$ cat src/rtl/dqpb_pkg.sv
// shared types and constants for the dns query message encoder
`timescale 1ns / 1ps
`default_nettype none
package dqpb_pkg;

	localparam int LEN_W = 6;
	localparam int CNT_W = 6;
	localparam int CFG_IDX_W = 2;

	// command codes
	localparam logic [1:0] CMD_START = 2'd0;
	localparam logic [1:0] CMD_CHAR  = 2'd1;
	localparam logic [1:0] CMD_END   = 2'd2;

	// configuration register indexes
	localparam logic [CFG_IDX_W-1:0] REG_QUERY_ID  = 2'd0;
	localparam logic [CFG_IDX_W-1:0] REG_FLAGS     = 2'd1;
	localparam logic [CFG_IDX_W-1:0] REG_RECURSION = 2'd2;
	localparam logic [CFG_IDX_W-1:0] REG_QTYPE     = 2'd3;

	localparam logic [7:0]  CHAR_DOT     = 8'h2E;
	localparam logic [15:0] QTYPE_RESET  = 16'd1;
	localparam logic [15:0] QCLASS_IN    = 16'd1;
	localparam logic [15:0] QDCOUNT      = 16'd1;
	localparam logic [CNT_W-1:0] HDR_LAST  = 6'd11;
	localparam logic [CNT_W-1:0] TAIL_LAST = 6'd4;

	typedef struct packed {
		logic [1:0] command;
		logic [7:0] name_char;
	} in_item_t;

	typedef struct packed {
		logic [7:0] out_byte;
		logic       run_last;
		logic       label_overflow;
	} out_item_t;

	typedef struct packed {
		logic [15:0] query_id;
		logic [15:0] header_flags;
		logic        recursion_desired;
		logic [15:0] query_type;
	} cfg_t;

	typedef enum logic [1:0] {
		OP_START,
		OP_FLUSH,
		OP_END
	} op_t;

	// one job for the back end
	typedef struct packed {
		op_t              op;
		logic [LEN_W-1:0] len;
		logic             ovf;
		logic             bank;
	} job_t;

	// label buffer bank handed back by the back end
	typedef struct packed {
		logic valid;
		logic bank;
	} release_t;

	typedef enum logic [2:0] {
		B_IDLE,
		B_HDR,
		B_LEN,
		B_RD,
		B_CHR,
		B_TAIL
	} back_state_t;

	function automatic logic [7:0] hdr_byte(input logic [3:0] idx, input cfg_t cfg);
		logic [15:0] flags;
		logic [7:0]  b;
		begin
			flags = {cfg.header_flags[15:9], cfg.recursion_desired, cfg.header_flags[7:0]};
			unique case (idx)
				4'd0: b = cfg.query_id[15:8];
				4'd1: b = cfg.query_id[7:0];
				4'd2: b = flags[15:8];
				4'd3: b = flags[7:0];
				4'd4: b = QDCOUNT[15:8];
				4'd5: b = QDCOUNT[7:0];
				default: b = 8'd0;
			endcase
			return b;
		end
	endfunction

	function automatic logic [7:0] tail_byte(input logic [2:0] idx, input cfg_t cfg);
		logic [7:0] b;
		begin
			unique case (idx)
				3'd1: b = cfg.query_type[15:8];
				3'd2: b = cfg.query_type[7:0];
				3'd3: b = QCLASS_IN[15:8];
				3'd4: b = QCLASS_IN[7:0];
				default: b = 8'd0;
			endcase
			return b;
		end
	endfunction

endpackage
`default_nettype wire

$ cat src/rtl/dqpb_ram.sv
// generic single write, single read ram with registered read data
`timescale 1ns / 1ps
`default_nettype none
module dqpb_ram #(
	parameter int WIDTH = 8,
	parameter int DEPTH = 64
) (
	input  wire logic                     clk,
	input  wire logic                     we,
	input  wire logic [$clog2(DEPTH)-1:0] waddr,
	input  wire logic [WIDTH-1:0]         wdata,
	input  wire logic                     re,
	input  wire logic [$clog2(DEPTH)-1:0] raddr,
	output      logic [WIDTH-1:0]         rdata
);
	logic [WIDTH-1:0] mem [DEPTH];

	always_ff @(posedge clk) begin
		if (we) begin
			mem[waddr] <= wdata;
		end
		if (re) begin
			rdata <= mem[raddr];
		end
	end
endmodule
`default_nettype wire

$ cat src/rtl/dqpb_front.sv
// front end: takes commands, buffers label characters, queues jobs
`timescale 1ns / 1ps
`default_nettype none
module dqpb_front #(
	parameter int LABEL_MAX = 32,
	parameter int IDX_W = 5
) (
	input  wire logic               clk,
	input  wire logic               arst_n,
	input  wire logic               in_valid,
	output      logic               in_ready,
	input  wire dqpb_pkg::in_item_t in_data,
	output      logic               job_valid,
	input  wire logic               job_ready,
	output      dqpb_pkg::job_t     job,
	input  wire dqpb_pkg::release_t rel,
	output      logic               ram_we,
	output      logic [IDX_W:0]     ram_waddr,
	output      logic [7:0]         ram_wdata
);
	import dqpb_pkg::*;

	localparam logic [LEN_W-1:0] LMAX = LEN_W'(LABEL_MAX);

	logic [LEN_W-1:0] len_q;
	logic             ovf_q;
	logic             bank_q;
	logic [1:0]       busy_q;

	logic is_dot;
	logic accept;
	logic push;
	logic [LEN_W-1:0] len_n;
	logic             ovf_n;
	logic             bank_n;
	logic [1:0]       busy_n;

	assign is_dot = in_data.name_char == CHAR_DOT;

	always_comb begin
		in_ready  = 1'b1;
		push      = 1'b0;
		job.op    = OP_START;
		job.len   = len_q;
		job.ovf   = ovf_q;
		job.bank  = bank_q;
		ram_we    = 1'b0;
		ram_waddr = {bank_q, len_q[IDX_W-1:0]};
		ram_wdata = in_data.name_char;
		len_n     = len_q;
		ovf_n     = ovf_q;
		bank_n    = bank_q;
		busy_n    = busy_q;
		if (rel.valid) begin
			busy_n[rel.bank] = 1'b0;
		end
		unique case (in_data.command)
			CMD_START: begin
				in_ready = job_ready;
			end
			CMD_CHAR: begin
				in_ready = is_dot ? (job_ready && !busy_q[bank_q]) : !busy_q[bank_q];
			end
			CMD_END: begin
				in_ready = job_ready && !busy_q[bank_q];
			end
			default: begin
				in_ready = 1'b1;
			end
		endcase
		accept = in_valid && in_ready;
		if (accept) begin
			unique case (in_data.command)
				CMD_START: begin
					push  = 1'b1;
					len_n = '0;
					ovf_n = 1'b0;
				end
				CMD_CHAR: begin
					if (is_dot) begin
						push   = 1'b1;
						job.op = OP_FLUSH;
					end else if (len_q < LMAX) begin
						ram_we = 1'b1;
						len_n  = len_q + LEN_W'(1);
					end else begin
						ovf_n = 1'b1;
					end
				end
				CMD_END: begin
					push   = 1'b1;
					job.op = OP_END;
				end
				default: begin
				end
			endcase
			// a queued label keeps its bank until the back end has read it
			if (push && job.op != OP_START) begin
				len_n = '0;
				ovf_n = 1'b0;
				if (len_q != '0) begin
					busy_n[bank_q] = 1'b1;
					bank_n         = !bank_q;
				end
			end
		end
	end

	assign job_valid = push;

	always_ff @(posedge clk or negedge arst_n) begin
		if (!arst_n) begin
			len_q  <= '0;
			ovf_q  <= 1'b0;
			bank_q <= 1'b0;
			busy_q <= '0;
		end else begin
			len_q  <= len_n;
			ovf_q  <= ovf_n;
			bank_q <= bank_n;
			busy_q <= busy_n;
		end
	end
endmodule
`default_nettype wire

$ cat src/rtl/dqpb_queue.sv
// two-entry job queue between front and back end
`timescale 1ns / 1ps
`default_nettype none
module dqpb_queue (
	input  wire logic           clk,
	input  wire logic           arst_n,
	input  wire logic           push,
	output      logic           push_ready,
	input  wire dqpb_pkg::job_t push_data,
	input  wire logic           pop,
	output      logic           pop_valid,
	output      dqpb_pkg::job_t pop_data
);
	import dqpb_pkg::*;

	job_t       entry_q [2];
	logic       wr_ptr_q;
	logic       rd_ptr_q;
	logic [1:0] count_q;
	logic       do_push;
	logic       do_pop;

	assign push_ready = count_q != 2'd2;
	assign pop_valid  = count_q != 2'd0;
	assign pop_data   = entry_q[rd_ptr_q];
	assign do_push    = push && push_ready;
	assign do_pop     = pop && pop_valid;

	always_ff @(posedge clk) begin
		if (do_push) begin
			entry_q[wr_ptr_q] <= push_data;
		end
	end

	always_ff @(posedge clk or negedge arst_n) begin
		if (!arst_n) begin
			wr_ptr_q <= 1'b0;
			rd_ptr_q <= 1'b0;
			count_q  <= '0;
		end else begin
			if (do_push) begin
				wr_ptr_q <= !wr_ptr_q;
			end
			if (do_pop) begin
				rd_ptr_q <= !rd_ptr_q;
			end
			unique case ({do_push, do_pop})
				2'b10:   count_q <= count_q + 2'd1;
				2'b01:   count_q <= count_q - 2'd1;
				default: count_q <= count_q;
			endcase
		end
	end
endmodule
`default_nettype wire

$ cat src/rtl/dqpb_back.sv
// back end: turns queued jobs into message bytes through an output register
`timescale 1ns / 1ps
`default_nettype none
module dqpb_back #(
	parameter int IDX_W = 5
) (
	input  wire logic                clk,
	input  wire logic                arst_n,
	input  wire dqpb_pkg::cfg_t      cfg,
	input  wire logic                job_valid,
	output      logic                job_pop,
	input  wire dqpb_pkg::job_t      job,
	output      dqpb_pkg::release_t  rel,
	output      logic                ram_re,
	output      logic [IDX_W:0]      ram_raddr,
	input  wire logic [7:0]          ram_rdata,
	output      logic                out_valid,
	input  wire logic                out_ready,
	output      dqpb_pkg::out_item_t out_data
);
	import dqpb_pkg::*;

	back_state_t      state_q, state_n;
	job_t             job_q, job_n;
	logic [CNT_W-1:0] cnt_q, cnt_n;
	logic             out_valid_q;
	out_item_t        out_q;

	logic      slot_free;
	logic      emit;
	out_item_t emit_item;
	logic [CNT_W-1:0] last_idx;

	assign slot_free = !out_valid_q || out_ready;
	assign last_idx  = CNT_W'(job_q.len) - CNT_W'(1);

	always_comb begin
		state_n   = state_q;
		job_n     = job_q;
		cnt_n     = cnt_q;
		job_pop   = 1'b0;
		rel.valid = 1'b0;
		rel.bank  = job_q.bank;
		ram_re    = 1'b0;
		ram_raddr = {job_q.bank, cnt_q[IDX_W-1:0]};
		emit      = 1'b0;
		emit_item = '0;
		unique case (state_q)
			B_IDLE: begin
				if (job_valid) begin
					job_pop = 1'b1;
					job_n   = job;
					cnt_n   = '0;
					unique case (job.op)
						OP_START: state_n = B_HDR;
						OP_FLUSH: state_n = B_LEN;
						OP_END:   state_n = (job.len != '0) ? B_LEN : B_TAIL;
						default:  state_n = B_IDLE;
					endcase
				end
			end
			B_HDR: begin
				emit_item.out_byte = hdr_byte(cnt_q[3:0], cfg);
				emit_item.run_last = cnt_q == HDR_LAST;
				if (slot_free) begin
					emit  = 1'b1;
					cnt_n = cnt_q + CNT_W'(1);
					if (cnt_q == HDR_LAST) begin
						state_n = B_IDLE;
					end
				end
			end
			B_LEN: begin
				emit_item.out_byte       = 8'(job_q.len);
				emit_item.label_overflow = job_q.ovf;
				// an empty label on a dot is a lone zero length byte
				emit_item.run_last       = job_q.op == OP_FLUSH && job_q.len == '0;
				if (slot_free) begin
					emit    = 1'b1;
					cnt_n   = '0;
					state_n = (job_q.len == '0) ? B_IDLE : B_RD;
				end
			end
			B_RD: begin
				ram_re  = 1'b1;
				state_n = B_CHR;
			end
			B_CHR: begin
				emit_item.out_byte       = ram_rdata;
				emit_item.label_overflow = job_q.ovf;
				emit_item.run_last       = job_q.op == OP_FLUSH && cnt_q == last_idx;
				if (slot_free) begin
					emit  = 1'b1;
					cnt_n = cnt_q + CNT_W'(1);
					if (cnt_q == last_idx) begin
						rel.valid = 1'b1;
						cnt_n     = '0;
						state_n   = (job_q.op == OP_FLUSH) ? B_IDLE : B_TAIL;
					end else begin
						state_n = B_RD;
					end
				end
			end
			B_TAIL: begin
				emit_item.out_byte = tail_byte(cnt_q[2:0], cfg);
				emit_item.run_last = cnt_q == TAIL_LAST;
				if (slot_free) begin
					emit  = 1'b1;
					cnt_n = cnt_q + CNT_W'(1);
					if (cnt_q == TAIL_LAST) begin
						state_n = B_IDLE;
					end
				end
			end
			default: begin
				state_n = B_IDLE;
			end
		endcase
	end

	always_ff @(posedge clk or negedge arst_n) begin
		if (!arst_n) begin
			state_q     <= B_IDLE;
			cnt_q       <= '0;
			out_valid_q <= 1'b0;
		end else begin
			state_q <= state_n;
			cnt_q   <= cnt_n;
			if (emit) begin
				out_valid_q <= 1'b1;
			end else if (out_ready) begin
				out_valid_q <= 1'b0;
			end
		end
	end

	always_ff @(posedge clk) begin
		job_q <= job_n;
		if (emit) begin
			out_q <= emit_item;
		end
	end

	assign out_valid = out_valid_q;
	assign out_data  = out_q;
endmodule
`default_nettype wire

$ cat src/rtl/dns_query_packet_builder_unit.sv
// top level of the dns query message encoder
// a job is popped from the queue in the idle state; its bytes are emitted through the output register
// throughput: header and tail bytes 1 per cycle while the output is not stalled, label bytes read
// from the ram, then loaded into the output register; a new job is taken from the two-entry queue only when idle
// name characters are taken 1 per cycle while their label bank is free
// reset: arst_n clears control state and config; label ram needs no clearing
`timescale 1ns / 1ps
`default_nettype none
module dns_query_packet_builder_unit #(
	parameter int LABEL_MAX = 32
) (
	input  wire logic                                clk,
	input  wire logic                                arst_n,
	input  wire logic                                in_valid,
	output      logic                                in_ready,
	input  wire dqpb_pkg::in_item_t                  in_data,
	output      logic                                out_valid,
	input  wire logic                                out_ready,
	output      dqpb_pkg::out_item_t                 out_data,
	input  wire logic                                cfg_valid,
	output      logic                                cfg_ready,
	input  wire logic [dqpb_pkg::CFG_IDX_W-1:0]      cfg_index,
	input  wire logic [15:0]                         cfg_data
);
	import dqpb_pkg::*;

	localparam int IDX_W = (LABEL_MAX > 1) ? $clog2(LABEL_MAX) : 1;
	localparam int RAM_DEPTH = 2 << IDX_W;

	cfg_t     cfg_q;
	job_t     push_job;
	job_t     pop_job;
	logic     push_valid;
	logic     push_ready;
	logic     pop_valid;
	logic     pop;
	release_t rel;
	logic             ram_we;
	logic [IDX_W:0]   ram_waddr;
	logic [7:0]       ram_wdata;
	logic             ram_re;
	logic [IDX_W:0]   ram_raddr;
	logic [7:0]       ram_rdata;

	assign cfg_ready = 1'b1;

	always_ff @(posedge clk or negedge arst_n) begin
		if (!arst_n) begin
			cfg_q.query_id          <= '0;
			cfg_q.header_flags      <= '0;
			cfg_q.recursion_desired <= 1'b0;
			cfg_q.query_type        <= QTYPE_RESET;
		end else if (cfg_valid) begin
			unique case (cfg_index)
				REG_QUERY_ID:  cfg_q.query_id          <= cfg_data;
				REG_FLAGS:     cfg_q.header_flags      <= cfg_data;
				REG_RECURSION: cfg_q.recursion_desired <= cfg_data[0];
				REG_QTYPE:     cfg_q.query_type        <= cfg_data;
				default: begin
				end
			endcase
		end
	end

	dqpb_front #(
		.LABEL_MAX(LABEL_MAX),
		.IDX_W(IDX_W)
	) u_front (
		.clk      (clk),
		.arst_n   (arst_n),
		.in_valid (in_valid),
		.in_ready (in_ready),
		.in_data  (in_data),
		.job_valid(push_valid),
		.job_ready(push_ready),
		.job      (push_job),
		.rel      (rel),
		.ram_we   (ram_we),
		.ram_waddr(ram_waddr),
		.ram_wdata(ram_wdata)
	);

	dqpb_queue u_queue (
		.clk       (clk),
		.arst_n    (arst_n),
		.push      (push_valid),
		.push_ready(push_ready),
		.push_data (push_job),
		.pop       (pop),
		.pop_valid (pop_valid),
		.pop_data  (pop_job)
	);

	dqpb_ram #(
		.WIDTH(8),
		.DEPTH(RAM_DEPTH)
	) u_label_ram (
		.clk  (clk),
		.we   (ram_we),
		.waddr(ram_waddr),
		.wdata(ram_wdata),
		.re   (ram_re),
		.raddr(ram_raddr),
		.rdata(ram_rdata)
	);

	dqpb_back #(
		.IDX_W(IDX_W)
	) u_back (
		.clk      (clk),
		.arst_n   (arst_n),
		.cfg      (cfg_q),
		.job_valid(pop_valid),
		.job_pop  (pop),
		.job      (pop_job),
		.rel      (rel),
		.ram_re   (ram_re),
		.ram_raddr(ram_raddr),
		.ram_rdata(ram_rdata),
		.out_valid(out_valid),
		.out_ready(out_ready),
		.out_data (out_data)
	);
endmodule
`default_nettype wire

$ cat config.mk
export PLATFORM = sky130hd
export DESIGN_NAME = dns_query_packet_builder_unit
export DESIGN_NICKNAME = d
export VERILOG_FILES = /design/src/rtl/dqpb_pkg.sv /design/src/rtl/dqpb_ram.sv /design/src/rtl/dqpb_front.sv /design/src/rtl/dqpb_queue.sv /design/src/rtl/dqpb_back.sv /design/src/rtl/dns_query_packet_builder_unit.sv
export SDC_FILE = /design/constraint.sdc
export NUM_CORES = 1
export LEC_CHECK = 0
export BUFFER_PORTS_ARGS = -buffer_cell sky130_fd_sc_hd__buf_2
export CORE_UTILIZATION = 50
export DETAILED_ROUTE_END_ITERATION = 12
export PLACE_DENSITY = 0.66
export SLEW_MARGIN = 10
export SYNTH_ARGS = -nofsm -noshare
export SYNTH_HDL_FRONTEND = slang
export SYNTH_HIERARCHICAL = 1
export SYNTH_SLANG_ARGS = --single-unit
export TNS_END_PERCENT = 1
$ cat constraint.sdc
create_clock -name clk -period 3.9 [get_ports clk]
set_input_delay 0.39 -clock clk [delete_from_list [all_inputs] [get_ports clk]]
set_output_delay 0.39 -clock clk [all_outputs]
set_load 0.01 [all_outputs]
==> results of run 1 <==
critical path, cell delays in order (launching register included):
cell      delay (ns)
dfrtp_1         0.40
nand2b_1        0.23
a21o_1          0.15
a221oi_1        0.13
a21oi_1         0.22
nand2_1         0.10
nor4b_1         0.30
buf_4           0.25
nor2b_1         0.28
nand2_1         0.28
nor2_1          0.61
worst paths after layout:
path	start	to	slack, ns	depth (start not counted)
max in group asynchronous	arst_n	cfg_q[0]$_DFFE_PN1P_	2.87	3
hold / removal	cfg_data[4]	cfg_q[4]$_DFFE_PN0P_	0.03	2
hold reg to reg	u_front/busy_q[1]$_DFF_PN0_	u_front/busy_q[1]$_DFF_PN0_	0.49	2
setup / recovery	u_queue/count_q[0]$_DFFE_PN0P_	u_label_ram/mem[2][5]$_DFFE_PP_	0.58	10
setup reg to reg	u_queue/count_q[0]$_DFFE_PN0P_	u_label_ram/mem[2][5]$_DFFE_PP_	0.58	10
min in group asynchronous	arst_n	u_back/state_q[2]$_DFFE_PN0P_	0.27	2
placed cells by master, fill, tap and decap left out, types with 25 or more instances in the layout:
| master | count |
|---|---|
| nor2_1 | 108 |
| edfxtp_1 | 560 |
| buf_2 | 44 |
| dfrtp_1 | 67 |
| mux2_2 | 72 |
| nand3_1 | 25 |
| buf_4 | 96 |
| a22oi_1 | 30 |
| mux2i_1 | 25 |
| clkbuf_16 | 63 |
| mux4_2 | 126 |
| nand2_1 | 49 |
area by class of cell:
type,instances,area share (%)
Inverter,12,0.154
Tap cell,680,2.91
Sequential cell,632,63.7
Clock buffer,73,5.52
Clock inverter,39,1.10
Multi-Input combinational cell,678,23.0
Timing Repair Buffer,147,3.63
flip-flops by register name, indices dropped and copies added, names as in the netlist, 2 cells and up:
name               cells
u_front/len_q          6
cfg_q                 48
u_queue/count_q        2
u_front/busy_q         2
u_back/state_q         3
u_back/job_q           9
u_back/out_data       10
u_queue/entry_q       20
u_label_ram/mem      512
u_back/cnt_q           6
u_label_ram/rdata      8
layer usage:
layer	routed length, um	vias to the layer above	GRT usage (%)
met4	1700	0	7.99
met5	0	-	0
met3	3920	97	3.42
met1	25200	7179	32.6
met2	27700	562	34.9
li1	-	5911	-
metrics by stage:
step	util [%]	area [sq um]	setup slack [ns]
2_1_floorplan	-	26000	0.658
3_3_place_gp	53.2	27300	0.659
3_5_place_dp	53.2	27300	0.428
4_1_cts	57.0	29200	0.599
5_1_grt	57.0	29200	0.375
6_report	57.0	29200	0.575
power breakdown:
| part | switching, W | leakage [nW] | internal, W |
|---|---|---|---|
| Combinational | 0.00161 | 2.67 | 0.00131 |
| Clock | 0.00245 | 0.947 | 0.00331 |
| Sequential | 0.000424 | 5.92 | 0.00780 |
| Total | 0.00448 | 9.54 | 0.0124 |
==> impl_metrics.py, run 1 <==
metrics = {
    "route": {
        "route.detailed.drc": 0,
        "wire_per_inst_um": 25.9,
        "dr_total_vias": 13700,
        "drt_first_pass_iters": 5,
        "routed_wl_um": 58500,
        "drtIter0Drc": 1358,
        "ant_nets": 0,
        "vias_per_cell": 6.08,
    },
    "clocking": {
        "cts_resized": 0,
        "cts_tree": "yes",
        "clock_latency_ns": 0.63,
        "clock-sinks": 632,
        "cts_buffer_depth": 3,
        "cts_inserted_buffers": 61,
        "clockRootBuffer": "clkbuf_16",
        "h-tree-depth": 2,
        "clk_pin_slew_ns": 0.06,
        "ctsHoldBuffers": 2,
        "post-cts-setup-buffers": 0,
    },
    "global_route": {
        "overflow": 0,
        "grt_pass1_vias": 14100,
        "grt_pass1_wl_um": 88500,
        "antenna_found_initial": 0,
        "grt_max_degree": 65,
        "track_usage_pct": 22.5,
    },
    "timing": {
        "finClkSkew_ns": 0.0200,
        "hold_ws_ns": 0.0270,
        "max_slew_margin_pct": 33.7,
        "hold_violations": 0,
        "worst_pin_slew_ns": 0.990,
        "final.min_clock_period_ns": 3.32,
        "fmax_mhz": 301,
        "tns_ns": 0,
        "setup_viol": 0,
        "min_period_over_period_pct": 85.2,
        "slew_viol_final": 0,
        "rsz0062_at_grt": "no",
    },
    "place": {
        "hpwl_um": 36400,
        "routabilityCongestion": 0.854,
        "dp.cells": 2147,
        "portBuffers": 44,
    },
    "synth": {
        "syn_avg_cell_area_sq_um": 18.4,
        "synth_warnings": 6,
        "syn-num-nets": 1461,
        "syn-cell-area_sq_mm": 0.0260,
        "netlist_instances": 1415,
    },
    "run_status": {
        "outcome": "finished clean",
    },
    "worst_setup_path": {
        "critPathMaxFanout": 8,
        "arrival_ns": 3.58,
        "required_ns": 4.15,
        "critPathCaptureType": "flip-flop",
        "startpoint_type": "flip-flop",
        "crit_type": "flip-flop to flip-flop",
    },
    "finish": {
        "antennaDiodeCount": 0,
        "finalNonFillerCells": 2261,
        "regArea_sq_mm": 0.0186,
        "layout-drive-gt1-share_pct": 28.3,
        "multi_input_area_sq_mm": 0.00671,
        "fill_cells": 3828,
        "nNetsFinal": 1578,
        "syn2layout_area_growth_pct": 12.5,
    },
    "die": {
        "start_util_pct": 50.6,
        "die_h_um": 230,
        "die_w_um": 230,
        "core-area_sq_mm": 0.0513,
        "rows": 83,
        "fp.dieArea_sq_mm": 0.0529,
        "io_pins": 46,
    },
    "flow_run": {
        "cap_violations": 0,
    },
    "worst_hold_path": {
        "min_path_type": "input port to flip-flop",
    },
    "power_and_ir_drop": {
        "pwr_density_cell_mw_per_mm2": 578,
        "leakage_nw": 9.54,
        "power.total_w": 0.0169,
        "ir_worst_vdd_uv": 343,
    },
}
No activity file was read; power rests on OpenSTA's default activity.
==> inputs of run 2 (changes only) <==
--- a/config.mk
+++ b/config.mk
@@ -8,7 +8,7 @@
 export BUFFER_PORTS_ARGS = -buffer_cell sky130_fd_sc_hd__buf_2
 export CORE_UTILIZATION = 50
 export DETAILED_ROUTE_END_ITERATION = 12
-export PLACE_DENSITY = 0.66
+export PLACE_DENSITY = 0.68
 export SLEW_MARGIN = 10
 export SYNTH_ARGS = -nofsm -noshare
 export SYNTH_HDL_FRONTEND = slang
==> constraint.sdc (replaced) <==
create_clock -name clk -period 2.95 [get_ports clk]
set_input_delay 0.295 -clock clk [delete_from_list [all_inputs] [get_ports clk]]
set_output_delay 0.295 -clock clk [all_outputs]
set_load 0.01 [all_outputs]
==> run 2 against run 1 <==
The run now ends with setup timing left. Final area rose by 2.2%. Combinational power rose by 40%. Non-clock buffer count rose by 65. Worst setup slack got worse by 0.59 ns. Critical endpoint is now u_label_ram/rdata[6]$_DFFE_PP_. Sequential share of layout area fell by 1.4 points. Hold slack improved by 0.030 ns. Via count rose by 0.35%. First-iteration DRC count rose by 24%. Register-to-register slack got worse by 0.59 ns. Critical path type unchanged. Global-route usage fell by 0.47 points.
==> impl_metrics.py, run 2 (same netlist as run 1, synthesis figures left out) <==
metrics = {
    "run_status": {
        "outcome": "complete, but fails checks",
        "violations": "setup timing",
    },
    "clocking": {
        "h-tree-depth": 2,
        "cts_tree": "yes",
        "clock_latency_ns": 0.62,
        "cts_buffer_depth": 3,
        "clockRootBuffer": "clkbuf_16",
        "clk_pin_slew_ns": 0.07,
        "cts_inserted_buffers": 59,
        "clock-sinks": 632,
    },
    "route": {
        "ant_nets": 0,
        "dr_total_vias": 13800,
        "drtIter0Drc": 1686,
        "wire_per_inst_um": 24.7,
        "routed_wl_um": 57300,
        "vias_per_cell": 5.94,
        "drt_first_pass_iters": 6,
        "route.detailed.drc": 0,
    },
    "finish": {
        "layout-drive-gt1-share_pct": 31.5,
        "antennaDiodeCount": 0,
        "largest_reg_flops": 512,
        "syn2layout_area_growth_pct": 15.0,
        "finalInstanceArea_sq_mm": 0.0299,
        "final_common_cell": "edfxtp_1",
        "layout_common_cells": "edfxtp_1 (560), buf_4 (141), mux4_2 (126)",
        "finalNonFillerCells": 2322,
        "regMostFlops": "u_label_ram/mem",
        "final_util_pct": 58.2,
        "reg_top3": "u_label_ram/mem x512, cfg_q x48, u_queue/entry_q x20",
        "nNetsFinal": 1641,
    },
    "die": {
        "die_h_um": 230,
        "die_w_um": 230,
        "core-area_sq_mm": 0.0513,
        "rows": 83,
        "start_util_pct": 50.6,
        "fp.dieArea_sq_mm": 0.0529,
        "io_pins": 46,
    },
    "timing": {
        "hold_ws_ns": 0.0571,
        "max_slew_margin_pct": 37.6,
        "finClkSkew_ns": 0.0171,
        "worst_pin_slew_ns": 0.935,
        "fmax_mhz": 338,
        "fin_ws_ns": -0.0105,
        "final.min_clock_period_ns": 2.96,
        "rsz0062_at_grt": "no",
        "hold_violations": 0,
        "slew_viol_final": 0,
        "setup_viol": 1,
        "tns_ns": -0.0105,
        "min_period_over_period_pct": 100,
    },
    "worst_setup_path": {
        "critPathCaptureType": "flip-flop",
        "regToRegSetupSlack_ns": -0.01,
        "arrival_ns": 3.30,
        "path_cells": "buf_12, buf_4, mux4_2, nor2_1, nor4_1, nor3_1, o32ai_1",
        "startpoint_type": "flip-flop",
        "required_ns": 3.29,
        "critPathMaxFanout": 18,
        "critical-path-max-stage-delay_ns": 0.65,
        "crit_type": "flip-flop to flip-flop",
        "slowest_stage": "dfrtp_4",
    },
    "power_and_ir_drop": {
        "power_frac_clock_pct": 34.0,
        "p_int_w": 0.0167,
        "leakage_nw": 9.89,
        "swShare_pct": 26.3,
        "seqPwrFrac_pct": 48.0,
        "ir_worst_vdd_uv": 485,
        "p_comb_share_pct": 18.1,
        "pwr_density_cell_mw_per_mm2": 756,
        "p_switching_w": 0.00594,
    },
    "place": {
        "portBuffers": 44,
        "post_dp_cell_area_sq_mm": 0.0277,
        "routabilityCongestion": 0.835,
        "dp.cells": 2196,
        "hpwl_um": 36100,
    },
    "global_route": {
        "grt_max_degree": 65,
        "grt_pass1_vias": 14100,
        "antenna_found_initial": 1,
        "overflow": 0,
        "track_usage_pct": 22.0,
        "grt_pass1_wl_um": 87100,
    },
    "worst_hold_path": {
        "min_path_type": "input port to flip-flop",
    },
    "flow_run": {
        "cap_violations": 0,
    },
}
==> run 2: cell count changes in the layout (fill, tap and decap cells not counted), sizes merged <==
| cell | change |
|---|---|
| buf | +50 |
| dlygate4sd3 | +15 |
| clkinv | -13 |
| clkinvlp | +7 |
| bufinv | +1 |
| inv | +1 |
==> run 2: what timing repair did <==
action                                  CTS  global route
gates resized for setup                   1             4
buffers inserted                          0             1
endpoints found under the hold margin    83             0
hold buffers                             17             0
pin swaps                                 0             1
endpoints found under the setup margin    1           508
==> run 2: layer usage <==
metal / part of all wire (%) / wire, um / track usage, %
met5: 0 / 0 / 0
met4: 2.3 / 1330 / 5.84
met2: 49 / 28100 / 36.0
met1: 42 / 24200 / 31.1
met3: 6.5 / 3740 / 3.37
==> run 2: per-stage QoR <==
| step | setup WS [ns] | power [W] |
|---|---|---|
| 2_1_floorplan | 0.0309 | 0.0138 |
| 3_3_place_gp | 0.0192 | 0.0150 |
| 4_1_cts | 0.0555 | 0.0227 |
| 5_1_grt | 0.0172 | 0.0234 |
| 3_5_place_dp | -0.0209 | 0.0150 |
| 6_report | -0.0105 | 0.0226 |
==> run 2: power by group through the flow <==
stage	clock network, W	registers, W	logic, W
floorplan	0	0.0107	0.00304
global placement	0	0.0110	0.00398
detailed placement	0	0.0110	0.00404
CTS	0.00782	0.0108	0.00408
global route	0.00812	0.0109	0.00441
finish	0.00767	0.0108	0.00409
==> run 2: final cells by class <==
| cell class | count | area, sq um |
|---|---|---|
| clock inverters | 35 | 362 |
| repair buffers | 212 | 1650 |
| fillers | 3781 | 21400 |
| inverters | 12 | 45.0 |
| multi-input cells | 678 | 6750 |
| well taps | 680 | 851 |
| flip-flops and latches | 632 | 18600 |
| clock buffers | 73 | 1590 |
==> run 2: final timing paths <==
check | start | to | depth (start not counted)
hold / removal | out_ready | u_back/out_valid$_DFFE_PN0P_ | 3
min in group asynchronous | arst_n | u_front/len_q[4]$_DFFE_PN0P_ | 2
setup reg to reg | u_back/cnt_q[0]$_DFFE_PN0P_ | u_label_ram/rdata[6]$_DFFE_PP_ | 7
hold reg to reg | u_queue/count_q[1]$_DFFE_PN0P_ | u_queue/count_q[1]$_DFFE_PN0P_ | 1
setup / recovery | u_back/cnt_q[0]$_DFFE_PN0P_ | u_label_ram/rdata[6]$_DFFE_PP_ | 7
max in group asynchronous | arst_n | cfg_q[10]$_DFFE_PN0P_ | 3
==> run 2: critical path, delay by kind of cell, from the launching register on <==
kind	cells	cell delay, ns
simple gates	3	0.75
mux	1	0.32
buf+inv	2	0.42
compound gates	1	0.51
flops	1	0.65
